## src/rtl/ipt_pkg.sv

```systemverilog
// Shared constants and types for the image error pan/tilt position tracker.
package ipt_pkg;

  localparam int PIXEL_BITS = 12;
  localparam int ANGLE_BITS = 16;
  localparam int GAIN_W     = 16;
  localparam int RPP_W      = 24;
  localparam int ERR_W      = PIXEL_BITS + 1;
  localparam int DERR_W     = PIXEL_BITS + 2;
  localparam int HI_W       = PIXEL_BITS + 4;
  localparam int ACC_W      = HI_W + 1;
  localparam int SUM_W      = HI_W + GAIN_W;
  localparam int MAG_W      = SUM_W - 1;
  localparam int CORR_W     = MAG_W + 2;
  localparam int CNT_W      = $clog2(RPP_W);
  localparam int ADDR_W     = 5;
  localparam int DATA_W     = 32;

  localparam logic [2:0] REG_SETPOINT_X = 3'd0;
  localparam logic [2:0] REG_SETPOINT_Y = 3'd1;
  localparam logic [2:0] REG_GAIN_P     = 3'd2;
  localparam logic [2:0] REG_GAIN_PREV  = 3'd3;
  localparam logic [2:0] REG_GAIN_D     = 3'd4;
  localparam logic [2:0] REG_RAD_PER_PX = 3'd5;
  localparam logic [2:0] REG_DEADBAND_X = 3'd6;
  localparam logic [2:0] REG_DEADBAND_Y = 3'd7;

  localparam logic [PIXEL_BITS-1:0] RST_SETPOINT_X = PIXEL_BITS'(320);
  localparam logic [PIXEL_BITS-1:0] RST_SETPOINT_Y = PIXEL_BITS'(240);
  localparam logic [GAIN_W-1:0]     RST_GAIN_P     = GAIN_W'(3686);
  localparam logic [GAIN_W-1:0]     RST_GAIN_PREV  = GAIN_W'(819);
  localparam logic [GAIN_W-1:0]     RST_GAIN_D     = GAIN_W'(41);
  localparam logic [RPP_W-1:0]      RST_RAD_PER_PX = RPP_W'(28366);
  localparam logic [PIXEL_BITS-1:0] RST_DEADBAND   = PIXEL_BITS'(10);

  typedef struct packed {
    logic load;
    logic mul1;
    logic absv;
    logic mul2;
    logic rnd;
  } lane_ctl_t;

endpackage

```

## src/rtl/ipt_if.sv

```systemverilog
// Request and result channel interfaces for the position tracker.
interface ipt_in_if;
  logic                                     valid;
  logic                                     ready;
  logic                                     req_type;
  logic [ipt_pkg::PIXEL_BITS-1:0]           center_x;
  logic [ipt_pkg::PIXEL_BITS-1:0]           center_y;
  logic signed [ipt_pkg::ANGLE_BITS-1:0]    pan_angle;
  logic signed [ipt_pkg::ANGLE_BITS-1:0]    tilt_angle;

  modport source (output valid, req_type, center_x, center_y, pan_angle, tilt_angle,
                  input ready);
  modport sink   (input valid, req_type, center_x, center_y, pan_angle, tilt_angle,
                  output ready);
endinterface

interface ipt_out_if;
  logic                                     valid;
  logic                                     ready;
  logic signed [ipt_pkg::ANGLE_BITS-1:0]    pan_command;
  logic signed [ipt_pkg::ANGLE_BITS-1:0]    tilt_command;
  logic                                     saturated;

  modport source (output valid, pan_command, tilt_command, saturated, input ready);
  modport sink   (input valid, pan_command, tilt_command, saturated, output ready);
endinterface

```

## src/rtl/ipt_axis.sv

```systemverilog
// One axis lane: bit-serial gain sum, deadband, bit-serial scale, rounding and clipping.
module ipt_axis (
  input  logic                                  clk,
  input  ipt_pkg::lane_ctl_t                    ctl,
  input  logic                                  invert,
  input  logic signed [ipt_pkg::ERR_W-1:0]      err,
  input  logic signed [ipt_pkg::ERR_W-1:0]      perr,
  input  logic signed [ipt_pkg::DERR_W-1:0]     derr,
  input  logic [ipt_pkg::PIXEL_BITS-1:0]        band,
  input  logic [ipt_pkg::GAIN_W-1:0]            gain_p,
  input  logic [ipt_pkg::GAIN_W-1:0]            gain_prev,
  input  logic [ipt_pkg::GAIN_W-1:0]            gain_d,
  input  logic [ipt_pkg::RPP_W-1:0]             rpp,
  input  logic signed [ipt_pkg::ANGLE_BITS-1:0] pos,
  output logic signed [ipt_pkg::ANGLE_BITS-1:0] cmd,
  output logic                                  sat
);

  localparam int DW = ipt_pkg::CORR_W + 1;
  localparam logic signed [DW-1:0] HI_LIM =
    {{(DW-ipt_pkg::ANGLE_BITS+1){1'b0}}, {(ipt_pkg::ANGLE_BITS-1){1'b1}}};
  localparam logic signed [DW-1:0] LO_LIM = ~HI_LIM;

  logic signed [ipt_pkg::ERR_W-1:0]      err_r, perr_r;
  logic signed [ipt_pkg::DERR_W-1:0]     derr_r;
  logic [ipt_pkg::GAIN_W-1:0]            gp_r, gi_r, gd_r;
  logic signed [ipt_pkg::HI_W-1:0]       hi_r;
  logic [ipt_pkg::GAIN_W-1:0]            lo_r;
  logic                                  act_r;
  logic signed [ipt_pkg::ANGLE_BITS-1:0] pos_r;
  logic [ipt_pkg::RPP_W-1:0]             rpp_r;
  logic                                  neg_r;
  logic [ipt_pkg::MAG_W-1:0]             mag_r;
  logic [ipt_pkg::MAG_W-1:0]             phi_r;
  logic [ipt_pkg::RPP_W-1:0]             plo_r;
  logic signed [ipt_pkg::CORR_W-1:0]     corr_r;

  logic [ipt_pkg::ERR_W-1:0]             emag;
  logic signed [ipt_pkg::ACC_W-1:0]      t_p, t_i, t_d, acc;
  logic signed [ipt_pkg::SUM_W-1:0]      sum, sum_neg;
  logic [ipt_pkg::MAG_W:0]               ps, rsum;
  logic signed [ipt_pkg::CORR_W-1:0]     corr_val;
  logic signed [DW-1:0]                  pos_x, corr_x, diff;

  assign emag = err[ipt_pkg::ERR_W-1] ? ipt_pkg::ERR_W'(-err) : ipt_pkg::ERR_W'(err);

  assign t_p = gp_r[0] ? {{(ipt_pkg::ACC_W-ipt_pkg::ERR_W){err_r[ipt_pkg::ERR_W-1]}}, err_r}
                       : '0;
  assign t_i = gi_r[0] ? {{(ipt_pkg::ACC_W-ipt_pkg::ERR_W){perr_r[ipt_pkg::ERR_W-1]}}, perr_r}
                       : '0;
  assign t_d = gd_r[0] ? {{(ipt_pkg::ACC_W-ipt_pkg::DERR_W){derr_r[ipt_pkg::DERR_W-1]}}, derr_r}
                       : '0;
  assign acc = {hi_r[ipt_pkg::HI_W-1], hi_r} + t_p + t_i + t_d;

  assign sum     = {hi_r, lo_r};
  assign sum_neg = -sum;

  assign ps   = {1'b0, phi_r} + {1'b0, (rpp_r[0] ? mag_r : {ipt_pkg::MAG_W{1'b0}})};
  assign rsum = {1'b0, phi_r} + (ipt_pkg::MAG_W+1)'(plo_r[ipt_pkg::RPP_W-1]);
  assign corr_val = neg_r ? -$signed({1'b0, rsum}) : $signed({1'b0, rsum});

  assign pos_x  = {{(DW-ipt_pkg::ANGLE_BITS){pos_r[ipt_pkg::ANGLE_BITS-1]}}, pos_r};
  assign corr_x = {corr_r[ipt_pkg::CORR_W-1], corr_r};
  assign diff   = invert ? (corr_x - pos_x) : (pos_x - corr_x);

  always_comb begin
    sat = 1'b0;
    cmd = diff[ipt_pkg::ANGLE_BITS-1:0];
    if (diff > HI_LIM) begin
      sat = 1'b1;
      cmd = HI_LIM[ipt_pkg::ANGLE_BITS-1:0];
    end else if (diff < LO_LIM) begin
      sat = 1'b1;
      cmd = LO_LIM[ipt_pkg::ANGLE_BITS-1:0];
    end
  end

  always_ff @(posedge clk) begin
    if (ctl.load) begin
      err_r  <= err;
      perr_r <= perr;
      derr_r <= derr;
      gp_r   <= gain_p;
      gi_r   <= gain_prev;
      gd_r   <= gain_d;
      hi_r   <= '0;
      lo_r   <= '0;
      act_r  <= emag > {1'b0, band};
      pos_r  <= pos;
      rpp_r  <= rpp;
    end
    if (ctl.mul1) begin
      hi_r <= acc[ipt_pkg::ACC_W-1:1];
      lo_r <= {acc[0], lo_r[ipt_pkg::GAIN_W-1:1]};
      gp_r <= gp_r >> 1;
      gi_r <= gi_r >> 1;
      gd_r <= gd_r >> 1;
    end
    if (ctl.absv) begin
      neg_r <= sum[ipt_pkg::SUM_W-1];
      if (!act_r)
        mag_r <= '0;
      else if (sum[ipt_pkg::SUM_W-1])
        mag_r <= sum_neg[ipt_pkg::MAG_W-1:0];
      else
        mag_r <= sum[ipt_pkg::MAG_W-1:0];
      phi_r <= '0;
      plo_r <= '0;
    end
    if (ctl.mul2) begin
      phi_r <= ps[ipt_pkg::MAG_W:1];
      plo_r <= {ps[0], plo_r[ipt_pkg::RPP_W-1:1]};
      rpp_r <= rpp_r >> 1;
    end
    if (ctl.rnd)
      corr_r <= corr_val;
  end

endmodule

```

## src/rtl/image_error_pd_position_tracker.sv

```systemverilog
// Top level: request intake, sequencer, register file and result register.
// Position requests give no result and leave the sequencer idle, so input stays ready.
// A target request's result is built over the 16 gain bits, a sign step, the 24 scale bits,
// a round step and a clip into the result register; both axes run in parallel.
// One target request is in work at a time; input waits until its result is registered.
// Synchronous active-low reset restores register defaults, clears errors and positions.
module image_error_pd_position_tracker (
  input  logic                           clk,
  input  logic                           rst_n,
  ipt_in_if.sink                         in_ch,
  ipt_out_if.source                      out_ch,
  input  logic                           psel,
  input  logic                           penable,
  input  logic                           pwrite,
  input  logic [ipt_pkg::ADDR_W-1:0]     paddr,
  input  logic [ipt_pkg::DATA_W-1:0]     pwdata,
  output logic [ipt_pkg::DATA_W-1:0]     prdata,
  output logic                           pready
);

  localparam logic [2:0] S_IDLE = 3'd0;
  localparam logic [2:0] S_MUL1 = 3'd1;
  localparam logic [2:0] S_ABS  = 3'd2;
  localparam logic [2:0] S_MUL2 = 3'd3;
  localparam logic [2:0] S_RND  = 3'd4;
  localparam logic [2:0] S_FIN  = 3'd5;

  logic [2:0]                            state_r, state_nxt;
  logic [ipt_pkg::CNT_W-1:0]             cnt_r, cnt_nxt;

  logic [ipt_pkg::PIXEL_BITS-1:0]        sp_x_r, sp_y_r, db_x_r, db_y_r;
  logic [ipt_pkg::GAIN_W-1:0]            gp_r, gi_r, gd_r;
  logic [ipt_pkg::RPP_W-1:0]             rpp_r;

  logic signed [ipt_pkg::ERR_W-1:0]      pan_err_r, tilt_err_r;
  logic                                  first_r;
  logic signed [ipt_pkg::ANGLE_BITS-1:0] pan_pos_r, tilt_pos_r;

  logic                                  out_valid_r;
  logic signed [ipt_pkg::ANGLE_BITS-1:0] pan_cmd_r, tilt_cmd_r;
  logic                                  sat_r;

  logic                                  in_acc, tgt_acc, pos_acc, fin_load, cfg_wr;
  logic signed [ipt_pkg::ERR_W-1:0]      ex, ey;
  logic signed [ipt_pkg::DERR_W-1:0]     dx, dy;
  ipt_pkg::lane_ctl_t                    ctl;
  logic signed [ipt_pkg::ANGLE_BITS-1:0] pan_cmd, tilt_cmd;
  logic                                  pan_sat, tilt_sat;

  assign in_ch.ready = (state_r == S_IDLE);
  assign in_acc  = in_ch.valid && in_ch.ready;
  assign tgt_acc = in_acc && !in_ch.req_type;
  assign pos_acc = in_acc && in_ch.req_type;
  assign fin_load = (state_r == S_FIN) && (!out_valid_r || out_ch.ready);

  assign ex = ipt_pkg::ERR_W'({1'b0, in_ch.center_x}) - ipt_pkg::ERR_W'({1'b0, sp_x_r});
  assign ey = ipt_pkg::ERR_W'({1'b0, in_ch.center_y}) - ipt_pkg::ERR_W'({1'b0, sp_y_r});
  assign dx = first_r ? '0 :
              ({ex[ipt_pkg::ERR_W-1], ex} - {pan_err_r[ipt_pkg::ERR_W-1], pan_err_r});
  assign dy = first_r ? '0 :
              ({ey[ipt_pkg::ERR_W-1], ey} - {tilt_err_r[ipt_pkg::ERR_W-1], tilt_err_r});

  assign ctl.load = tgt_acc;
  assign ctl.mul1 = (state_r == S_MUL1);
  assign ctl.absv = (state_r == S_ABS);
  assign ctl.mul2 = (state_r == S_MUL2);
  assign ctl.rnd  = (state_r == S_RND);

  ipt_axis u_pan (
    .clk       (clk),
    .ctl       (ctl),
    .invert    (1'b0),
    .err       (ex),
    .perr      (pan_err_r),
    .derr      (dx),
    .band      (db_x_r),
    .gain_p    (gp_r),
    .gain_prev (gi_r),
    .gain_d    (gd_r),
    .rpp       (rpp_r),
    .pos       (pan_pos_r),
    .cmd       (pan_cmd),
    .sat       (pan_sat)
  );

  ipt_axis u_tilt (
    .clk       (clk),
    .ctl       (ctl),
    .invert    (1'b1),
    .err       (ey),
    .perr      (tilt_err_r),
    .derr      (dy),
    .band      (db_y_r),
    .gain_p    (gp_r),
    .gain_prev (gi_r),
    .gain_d    (gd_r),
    .rpp       (rpp_r),
    .pos       (tilt_pos_r),
    .cmd       (tilt_cmd),
    .sat       (tilt_sat)
  );

  always_comb begin
    state_nxt = state_r;
    cnt_nxt   = cnt_r;
    unique case (state_r)
      S_IDLE: begin
        if (tgt_acc) begin
          state_nxt = S_MUL1;
          cnt_nxt   = ipt_pkg::CNT_W'(ipt_pkg::GAIN_W - 1);
        end
      end
      S_MUL1: begin
        if (cnt_r == '0)
          state_nxt = S_ABS;
        else
          cnt_nxt = cnt_r - 1'b1;
      end
      S_ABS: begin
        state_nxt = S_MUL2;
        cnt_nxt   = ipt_pkg::CNT_W'(ipt_pkg::RPP_W - 1);
      end
      S_MUL2: begin
        if (cnt_r == '0)
          state_nxt = S_RND;
        else
          cnt_nxt = cnt_r - 1'b1;
      end
      S_RND: state_nxt = S_FIN;
      S_FIN: begin
        if (fin_load)
          state_nxt = S_IDLE;
      end
      default: state_nxt = S_IDLE;
    endcase
  end

  assign cfg_wr = psel && penable && pwrite && pready;
  assign pready = 1'b1;

  always_comb begin
    prdata = '0;
    unique case (paddr[4:2])
      ipt_pkg::REG_SETPOINT_X: prdata = ipt_pkg::DATA_W'(sp_x_r);
      ipt_pkg::REG_SETPOINT_Y: prdata = ipt_pkg::DATA_W'(sp_y_r);
      ipt_pkg::REG_GAIN_P:     prdata = ipt_pkg::DATA_W'(gp_r);
      ipt_pkg::REG_GAIN_PREV:  prdata = ipt_pkg::DATA_W'(gi_r);
      ipt_pkg::REG_GAIN_D:     prdata = ipt_pkg::DATA_W'(gd_r);
      ipt_pkg::REG_RAD_PER_PX: prdata = ipt_pkg::DATA_W'(rpp_r);
      ipt_pkg::REG_DEADBAND_X: prdata = ipt_pkg::DATA_W'(db_x_r);
      ipt_pkg::REG_DEADBAND_Y: prdata = ipt_pkg::DATA_W'(db_y_r);
      default:                 prdata = '0;
    endcase
  end

  always_ff @(posedge clk) begin
    if (!rst_n) begin
      state_r     <= S_IDLE;
      cnt_r       <= '0;
      sp_x_r      <= ipt_pkg::RST_SETPOINT_X;
      sp_y_r      <= ipt_pkg::RST_SETPOINT_Y;
      gp_r        <= ipt_pkg::RST_GAIN_P;
      gi_r        <= ipt_pkg::RST_GAIN_PREV;
      gd_r        <= ipt_pkg::RST_GAIN_D;
      rpp_r       <= ipt_pkg::RST_RAD_PER_PX;
      db_x_r      <= ipt_pkg::RST_DEADBAND;
      db_y_r      <= ipt_pkg::RST_DEADBAND;
      pan_err_r   <= '0;
      tilt_err_r  <= '0;
      first_r     <= 1'b1;
      pan_pos_r   <= '0;
      tilt_pos_r  <= '0;
      out_valid_r <= 1'b0;
    end else begin
      state_r <= state_nxt;
      cnt_r   <= cnt_nxt;
      if (cfg_wr) begin
        unique case (paddr[4:2])
          ipt_pkg::REG_SETPOINT_X: sp_x_r <= pwdata[ipt_pkg::PIXEL_BITS-1:0];
          ipt_pkg::REG_SETPOINT_Y: sp_y_r <= pwdata[ipt_pkg::PIXEL_BITS-1:0];
          ipt_pkg::REG_GAIN_P:     gp_r   <= pwdata[ipt_pkg::GAIN_W-1:0];
          ipt_pkg::REG_GAIN_PREV:  gi_r   <= pwdata[ipt_pkg::GAIN_W-1:0];
          ipt_pkg::REG_GAIN_D:     gd_r   <= pwdata[ipt_pkg::GAIN_W-1:0];
          ipt_pkg::REG_RAD_PER_PX: rpp_r  <= pwdata[ipt_pkg::RPP_W-1:0];
          ipt_pkg::REG_DEADBAND_X: db_x_r <= pwdata[ipt_pkg::PIXEL_BITS-1:0];
          ipt_pkg::REG_DEADBAND_Y: db_y_r <= pwdata[ipt_pkg::PIXEL_BITS-1:0];
          default: ;
        endcase
      end
      if (pos_acc) begin
        pan_pos_r  <= in_ch.pan_angle;
        tilt_pos_r <= in_ch.tilt_angle;
      end
      if (tgt_acc) begin
        pan_err_r  <= ex;
        tilt_err_r <= ey;
        first_r    <= 1'b0;
      end
      if (fin_load)
        out_valid_r <= 1'b1;
      else if (out_ch.ready)
        out_valid_r <= 1'b0;
    end
  end

  always_ff @(posedge clk) begin
    if (fin_load) begin
      pan_cmd_r  <= pan_cmd;
      tilt_cmd_r <= tilt_cmd;
      sat_r      <= pan_sat || tilt_sat;
    end
  end

  assign out_ch.valid        = out_valid_r;
  assign out_ch.pan_command  = pan_cmd_r;
  assign out_ch.tilt_command = tilt_cmd_r;
  assign out_ch.saturated    = sat_r;

endmodule
```

## src/flat_wrapper.sv

```systemverilog
// flat-port wrapper written by rule: the top's interface ports become plain ports
module image_error_pd_position_tracker_flat 
  (clk, rst_n, psel, penable, pwrite, paddr, pwdata, prdata, pready, in_ch_valid, in_ch_req_type, in_ch_center_x, in_ch_center_y, in_ch_pan_angle, in_ch_tilt_angle, in_ch_ready, out_ch_valid, out_ch_pan_command, out_ch_tilt_command, out_ch_saturated, out_ch_ready);
  ipt_in_if in_ch_i ();
  ipt_out_if out_ch_i ();
  input  logic clk;
  input  logic rst_n;
  input  logic psel;
  input  logic penable;
  input  logic pwrite;
  input  logic [ipt_pkg::ADDR_W-1:0] paddr;
  input  logic [ipt_pkg::DATA_W-1:0] pwdata;
  output logic [ipt_pkg::DATA_W-1:0] prdata;
  output logic pready;
  input wire logic [$bits(in_ch_i.valid)-1:0] in_ch_valid;
  input wire logic [$bits(in_ch_i.req_type)-1:0] in_ch_req_type;
  input wire logic [$bits(in_ch_i.center_x)-1:0] in_ch_center_x;
  input wire logic [$bits(in_ch_i.center_y)-1:0] in_ch_center_y;
  input wire logic [$bits(in_ch_i.pan_angle)-1:0] in_ch_pan_angle;
  input wire logic [$bits(in_ch_i.tilt_angle)-1:0] in_ch_tilt_angle;
  output wire logic [$bits(in_ch_i.ready)-1:0] in_ch_ready;
  output wire logic [$bits(out_ch_i.valid)-1:0] out_ch_valid;
  output wire logic [$bits(out_ch_i.pan_command)-1:0] out_ch_pan_command;
  output wire logic [$bits(out_ch_i.tilt_command)-1:0] out_ch_tilt_command;
  output wire logic [$bits(out_ch_i.saturated)-1:0] out_ch_saturated;
  input wire logic [$bits(out_ch_i.ready)-1:0] out_ch_ready;
  assign in_ch_i.valid = in_ch_valid;
  assign in_ch_i.req_type = in_ch_req_type;
  assign in_ch_i.center_x = in_ch_center_x;
  assign in_ch_i.center_y = in_ch_center_y;
  assign in_ch_i.pan_angle = in_ch_pan_angle;
  assign in_ch_i.tilt_angle = in_ch_tilt_angle;
  assign in_ch_ready = in_ch_i.ready;
  assign out_ch_valid = out_ch_i.valid;
  assign out_ch_pan_command = out_ch_i.pan_command;
  assign out_ch_tilt_command = out_ch_i.tilt_command;
  assign out_ch_saturated = out_ch_i.saturated;
  assign out_ch_i.ready = out_ch_ready;
  image_error_pd_position_tracker u_core (.clk(clk), .rst_n(rst_n), .in_ch(in_ch_i), .out_ch(out_ch_i), .psel(psel), .penable(penable), .pwrite(pwrite), .paddr(paddr), .pwdata(pwdata), .prdata(prdata), .pready(pready));
endmodule
```

## config.mk

```make
export PLATFORM = sky130hd
export DESIGN_NAME = image_error_pd_position_tracker_flat
export DESIGN_NICKNAME = d
export VERILOG_FILES = /design/src/rtl/ipt_pkg.sv /design/src/rtl/ipt_if.sv /design/src/rtl/ipt_axis.sv /design/src/rtl/image_error_pd_position_tracker.sv /design/src/flat_wrapper.sv
export SDC_FILE = /design/constraint.sdc
export NUM_CORES = 2
export LEC_CHECK = 0
export ABC_AREA = 1
export CAP_MARGIN = 10
export CORE_ASPECT_RATIO = 0.5
export CORE_MARGIN = 5
export CORE_UTILIZATION = 40
export DETAILED_ROUTE_END_ITERATION = 10
export DONT_BUFFER_PORTS = 1
export PLACE_DENSITY = 0.51
export SYNTH_ARGS = -nofsm -noshare
export SYNTH_HDL_FRONTEND = slang
export SYNTH_SLANG_ARGS = --single-unit
```

## constraint.sdc

```tcl
create_clock -name clk -period 6.1 [get_ports clk]
set_input_delay 0.305 -clock clk [delete_from_list [all_inputs] [get_ports clk]]
set_output_delay 0.305 -clock clk [all_outputs]
set_load 0.02 [all_outputs]
```

==> flow_summary.toml <==
[clock_tree]
clkTransAtPathRegs_ps = 70
cts-resized-gates = 0
cts_buffers = 70
cts_sinks = 665
cts_hold_buf = 58
cts_root_buf = "clkbuf_16"
cts_setup_buffers = 0
cts_tree = "built"
clk_latency_ps = 680
clock_path_buffers = 3
htreeDepth = 3

[layout]
mostFrequentLayoutCells = "nand2_1 (1546), inv_1 (973), nor2_1 (555)"
area_delta_synth_final_pct = 10.4
fin_util_pct = 44.7
register_area_um2 = 18000
fill_cells = 11300
drive_gt1_share_pct = 4.14
multi_input_area_um2 = 22500
mostFrequentLayoutCell = "nand2_1"
nNetsFinal = 6350

[setup_path]
required_ps = 6510
cp-start-kind = "register"
crit_top_cell = "nand2_1"
cp_slowest_cell = "a21oi_1"
cp_data_arrival_time_ps = 5080
cpPeakStageDelay_ps = 780
setup.worst_path.end_class = "register"
critPathKind = "register to register"
crit_fanout = 14

[yosys]
synth.distinct_cells = 63
syn_inst = 5903
seq_area_frac_synth_pct = 40.3
synth_simple_gate_area_share_pct = 23.9
synth_mux_area_share_pct = 0
ys_warn_count = 0
synth_area_per_cell_um2 = 7.59
ys_seq_elements = 665
synthXorXnorAreaFrac_pct = 3.35
synth-compound-area-share_pct = 12.8
synth_top_family_by_area = "simple AND/OR/NAND/NOR gates"
syn_area_um2 = 44800
synthAdderAreaFrac_pct = 10.1

[timing]
finalMaxSlewViolations = 0
worst_pin_slew_ps = 1200
min_period_ps = 4660
fin_setup_tns_ps = 0
finClkSkew_ps = 30.6
relSlewSlack_pct = 19.7
rsz0062_at_grt = "false"
fin_crit_sh_pct = 76.5
final-setup-viol-count = 0
clock.fmax_mhz = 214
hold_viol = 0

[routing]
wl_per_cell_um = 16.6
drt.antenna.violating_nets = 0
dr_total_vias = 37200
remaining_drc_errors = 0
routed_wl_um = 124000
first_pass_iters = 6
dr.first_iter.drc_count = 2401
viasPerCell = 4.97

[die]
die_w_um = 483
design.core.area_um2 = 111000
row_count = 86
fp.dieArea_um2 = 119000
die_height_um = 247
start_util_pct = 40.5
io_pins = 169

[global_route]
grt_antenna_before_repair = 4
grt.total_usage_pct = 20.4
overflow = 0
grt_max_degree = 156
grt_pass1_wl_um = 196000
grt_pass1_vias = 35500

[placed_design]
dpl.hpwl_um = 94500
place.gp.congestion = 0.898
portBuffers = 0

[power]
ir_drop_v = 0.000246
p_sw_w = 0.00865
powerDensity_nw_per_um2 = 412
combPwrFrac_pct = 43.6
clockPowerShare_pct = 22.7
p_int_w = 0.0117
switching_share_pct = 42.5
leakage_nw = 22.9
seq_power_share_pct = 33.7

[hold_path]
min_path_type = "primary input to register"

[run_status]
outcome = "complete, no violations"

[flow_run]
cap_violations = 0
==> routing by layer <==
layer  GRT usage [%]  routed length [um]  part of all wire (%)  up-vias
li1                -                   -                     -    19300
met1            29.4               62400                    50    17100
met2            32.2               53300                    43      702
met3            3.25                5300                   4.3      166
met4            5.02                2900                   2.3        2
met5               0                  14                 0.011        -
==> cells in the mapped netlist (all sizes together) <==
library cell,number,area (um^2)
a311oi,2,17.5
o221a,1,11.3
o31ai,4,30.0
buf,29,170
a211oi,10,75.1
nand2,1566,5930
o2111ai,2,17.5
edfxtp,473,14200
o41ai,1,8.76
clkbuf,106,398
ha,246,3080
dfxtp,192,3840
fa,72,1440
o22ai,14,87.6
clkinv,3,12.5
nor3,87,482
o211ai,19,143
o221ai,3,26.3
nor2,585,2310
or2,9,56.3
nand2b,1,6.26
nor3b,8,60.1
o21ai,410,2060
a21oi,455,2280
o311ai,4,35.0
a22oi,5,37.5
a21boi,9,67.6
nor4,14,87.6
xor2,128,1200
nand3,212,1090
o21a,33,248
and3,2,12.5
inv,989,3710
xnor2,34,305
o21bai,18,135
a31o,2,17.5
a31oi,6,37.5
nand3b,16,120
and2,9,56.3
a221oi,26,228
a21o,21,158
conb,2,7.51
nand4,75,475
==> final timing paths <==
kind         cells after the start                                 to  slack (ps)                             start
max reg2reg                     28      u_core.u_tilt.act_r$_DFFE_PP_        1440     u_core.sp_y_r[3]$_SDFFE_PN0P_
max                             28      u_core.u_tilt.act_r$_DFFE_PP_        1440     u_core.sp_y_r[3]$_SDFFE_PN0P_
min reg2reg                      0    u_core.u_pan.pos_r[0]$_DFFE_PP_         420  u_core.pan_pos_r[0]$_SDFFE_PN0P_
min                              3  u_core.tilt_err_r[2]$_SDFFE_PN0P_          70                       in_ch_valid
==> power by group through the flow <==
| stage | registers [W] | clock network, W | logic (W) |
|---|---|---|---|
| 6_report | 0.00685 | 0.00463 | 0.00888 |
| 5_1_grt | 0.00697 | 0.00495 | 0.0103 |
| 4_1_cts | 0.00686 | 0.00477 | 0.00893 |
| 3_5_place_dp | 0.00696 | 0 | 0.00879 |
| 3_3_place_gp | 0.00694 | 0 | 0.00869 |
| 2_1_floorplan | 0.00674 | 0 | 0.00680 |
==> critical path: cells and delay by family, from the launching register on <==
kind / cells / cell delay [ps]
adder cells (fa/ha/maj): 2 / 640
AND/OR/NAND/NOR: 12 / 1030
XOR/XNOR: 1 / 170
AO/OA/AOI/OAI: 9 / 1810
flip-flops: 1 / 310
buffers and inverters: 4 / 430
==> metrics by stage <==
stage          area [um^2]  instances  total power, W  setup WS, ps  hold WS (ps)
4_1_cts              49400       7482          0.0206          1470          14.9
2_1_floorplan        44800       5910          0.0135           645           408
6_report             49400       7484          0.0204          1440          66.3
3_3_place_gp         46400       7296          0.0156          1480           411
5_1_grt              49400       7483          0.0222           973          39.6
3_5_place_dp         46400       7296          0.0158          1510           409
==> area by class of cell <==
class                      count  share of cell area [%]
antenna                        1                 0.00506
clock buffer                  91                    3.87
clock inverter                37                    1.10
inverter                     992                    7.54
multi-input combinational   4118                    45.6
sequential                   665                    36.5
tap                         1496                    3.79
timing repair buffer          84                    1.63
==> kinds of logic (layout without fill, tap and decap cells) <==
family,count (synthesis),in the layout
buffers and inverters,1127,1204
XOR/XNOR,162,162
adder cells (fa/ha/maj),318,318
other,2,10
AND/OR/NAND/NOR,2584,2584
flip-flops,665,665
AO/OA/AOI/OAI,1045,1045
==> flip-flops by register name (all words and copies together), names as in the netlist, 24 cells and up <==
| signal | flops |
|---|---|
| u_core.rpp_r | 24 |
| u_core.u_tilt.rpp_r | 24 |
| u_core.u_tilt.phi_r | 31 |
| u_core.u_tilt.mag_r | 31 |
| u_core.u_pan.corr_r | 33 |
| u_core.u_tilt.corr_r | 33 |
| u_core.u_pan.phi_r | 31 |
| u_core.u_pan.mag_r | 31 |
Note: power is estimated with default switching activity, not from simulation.
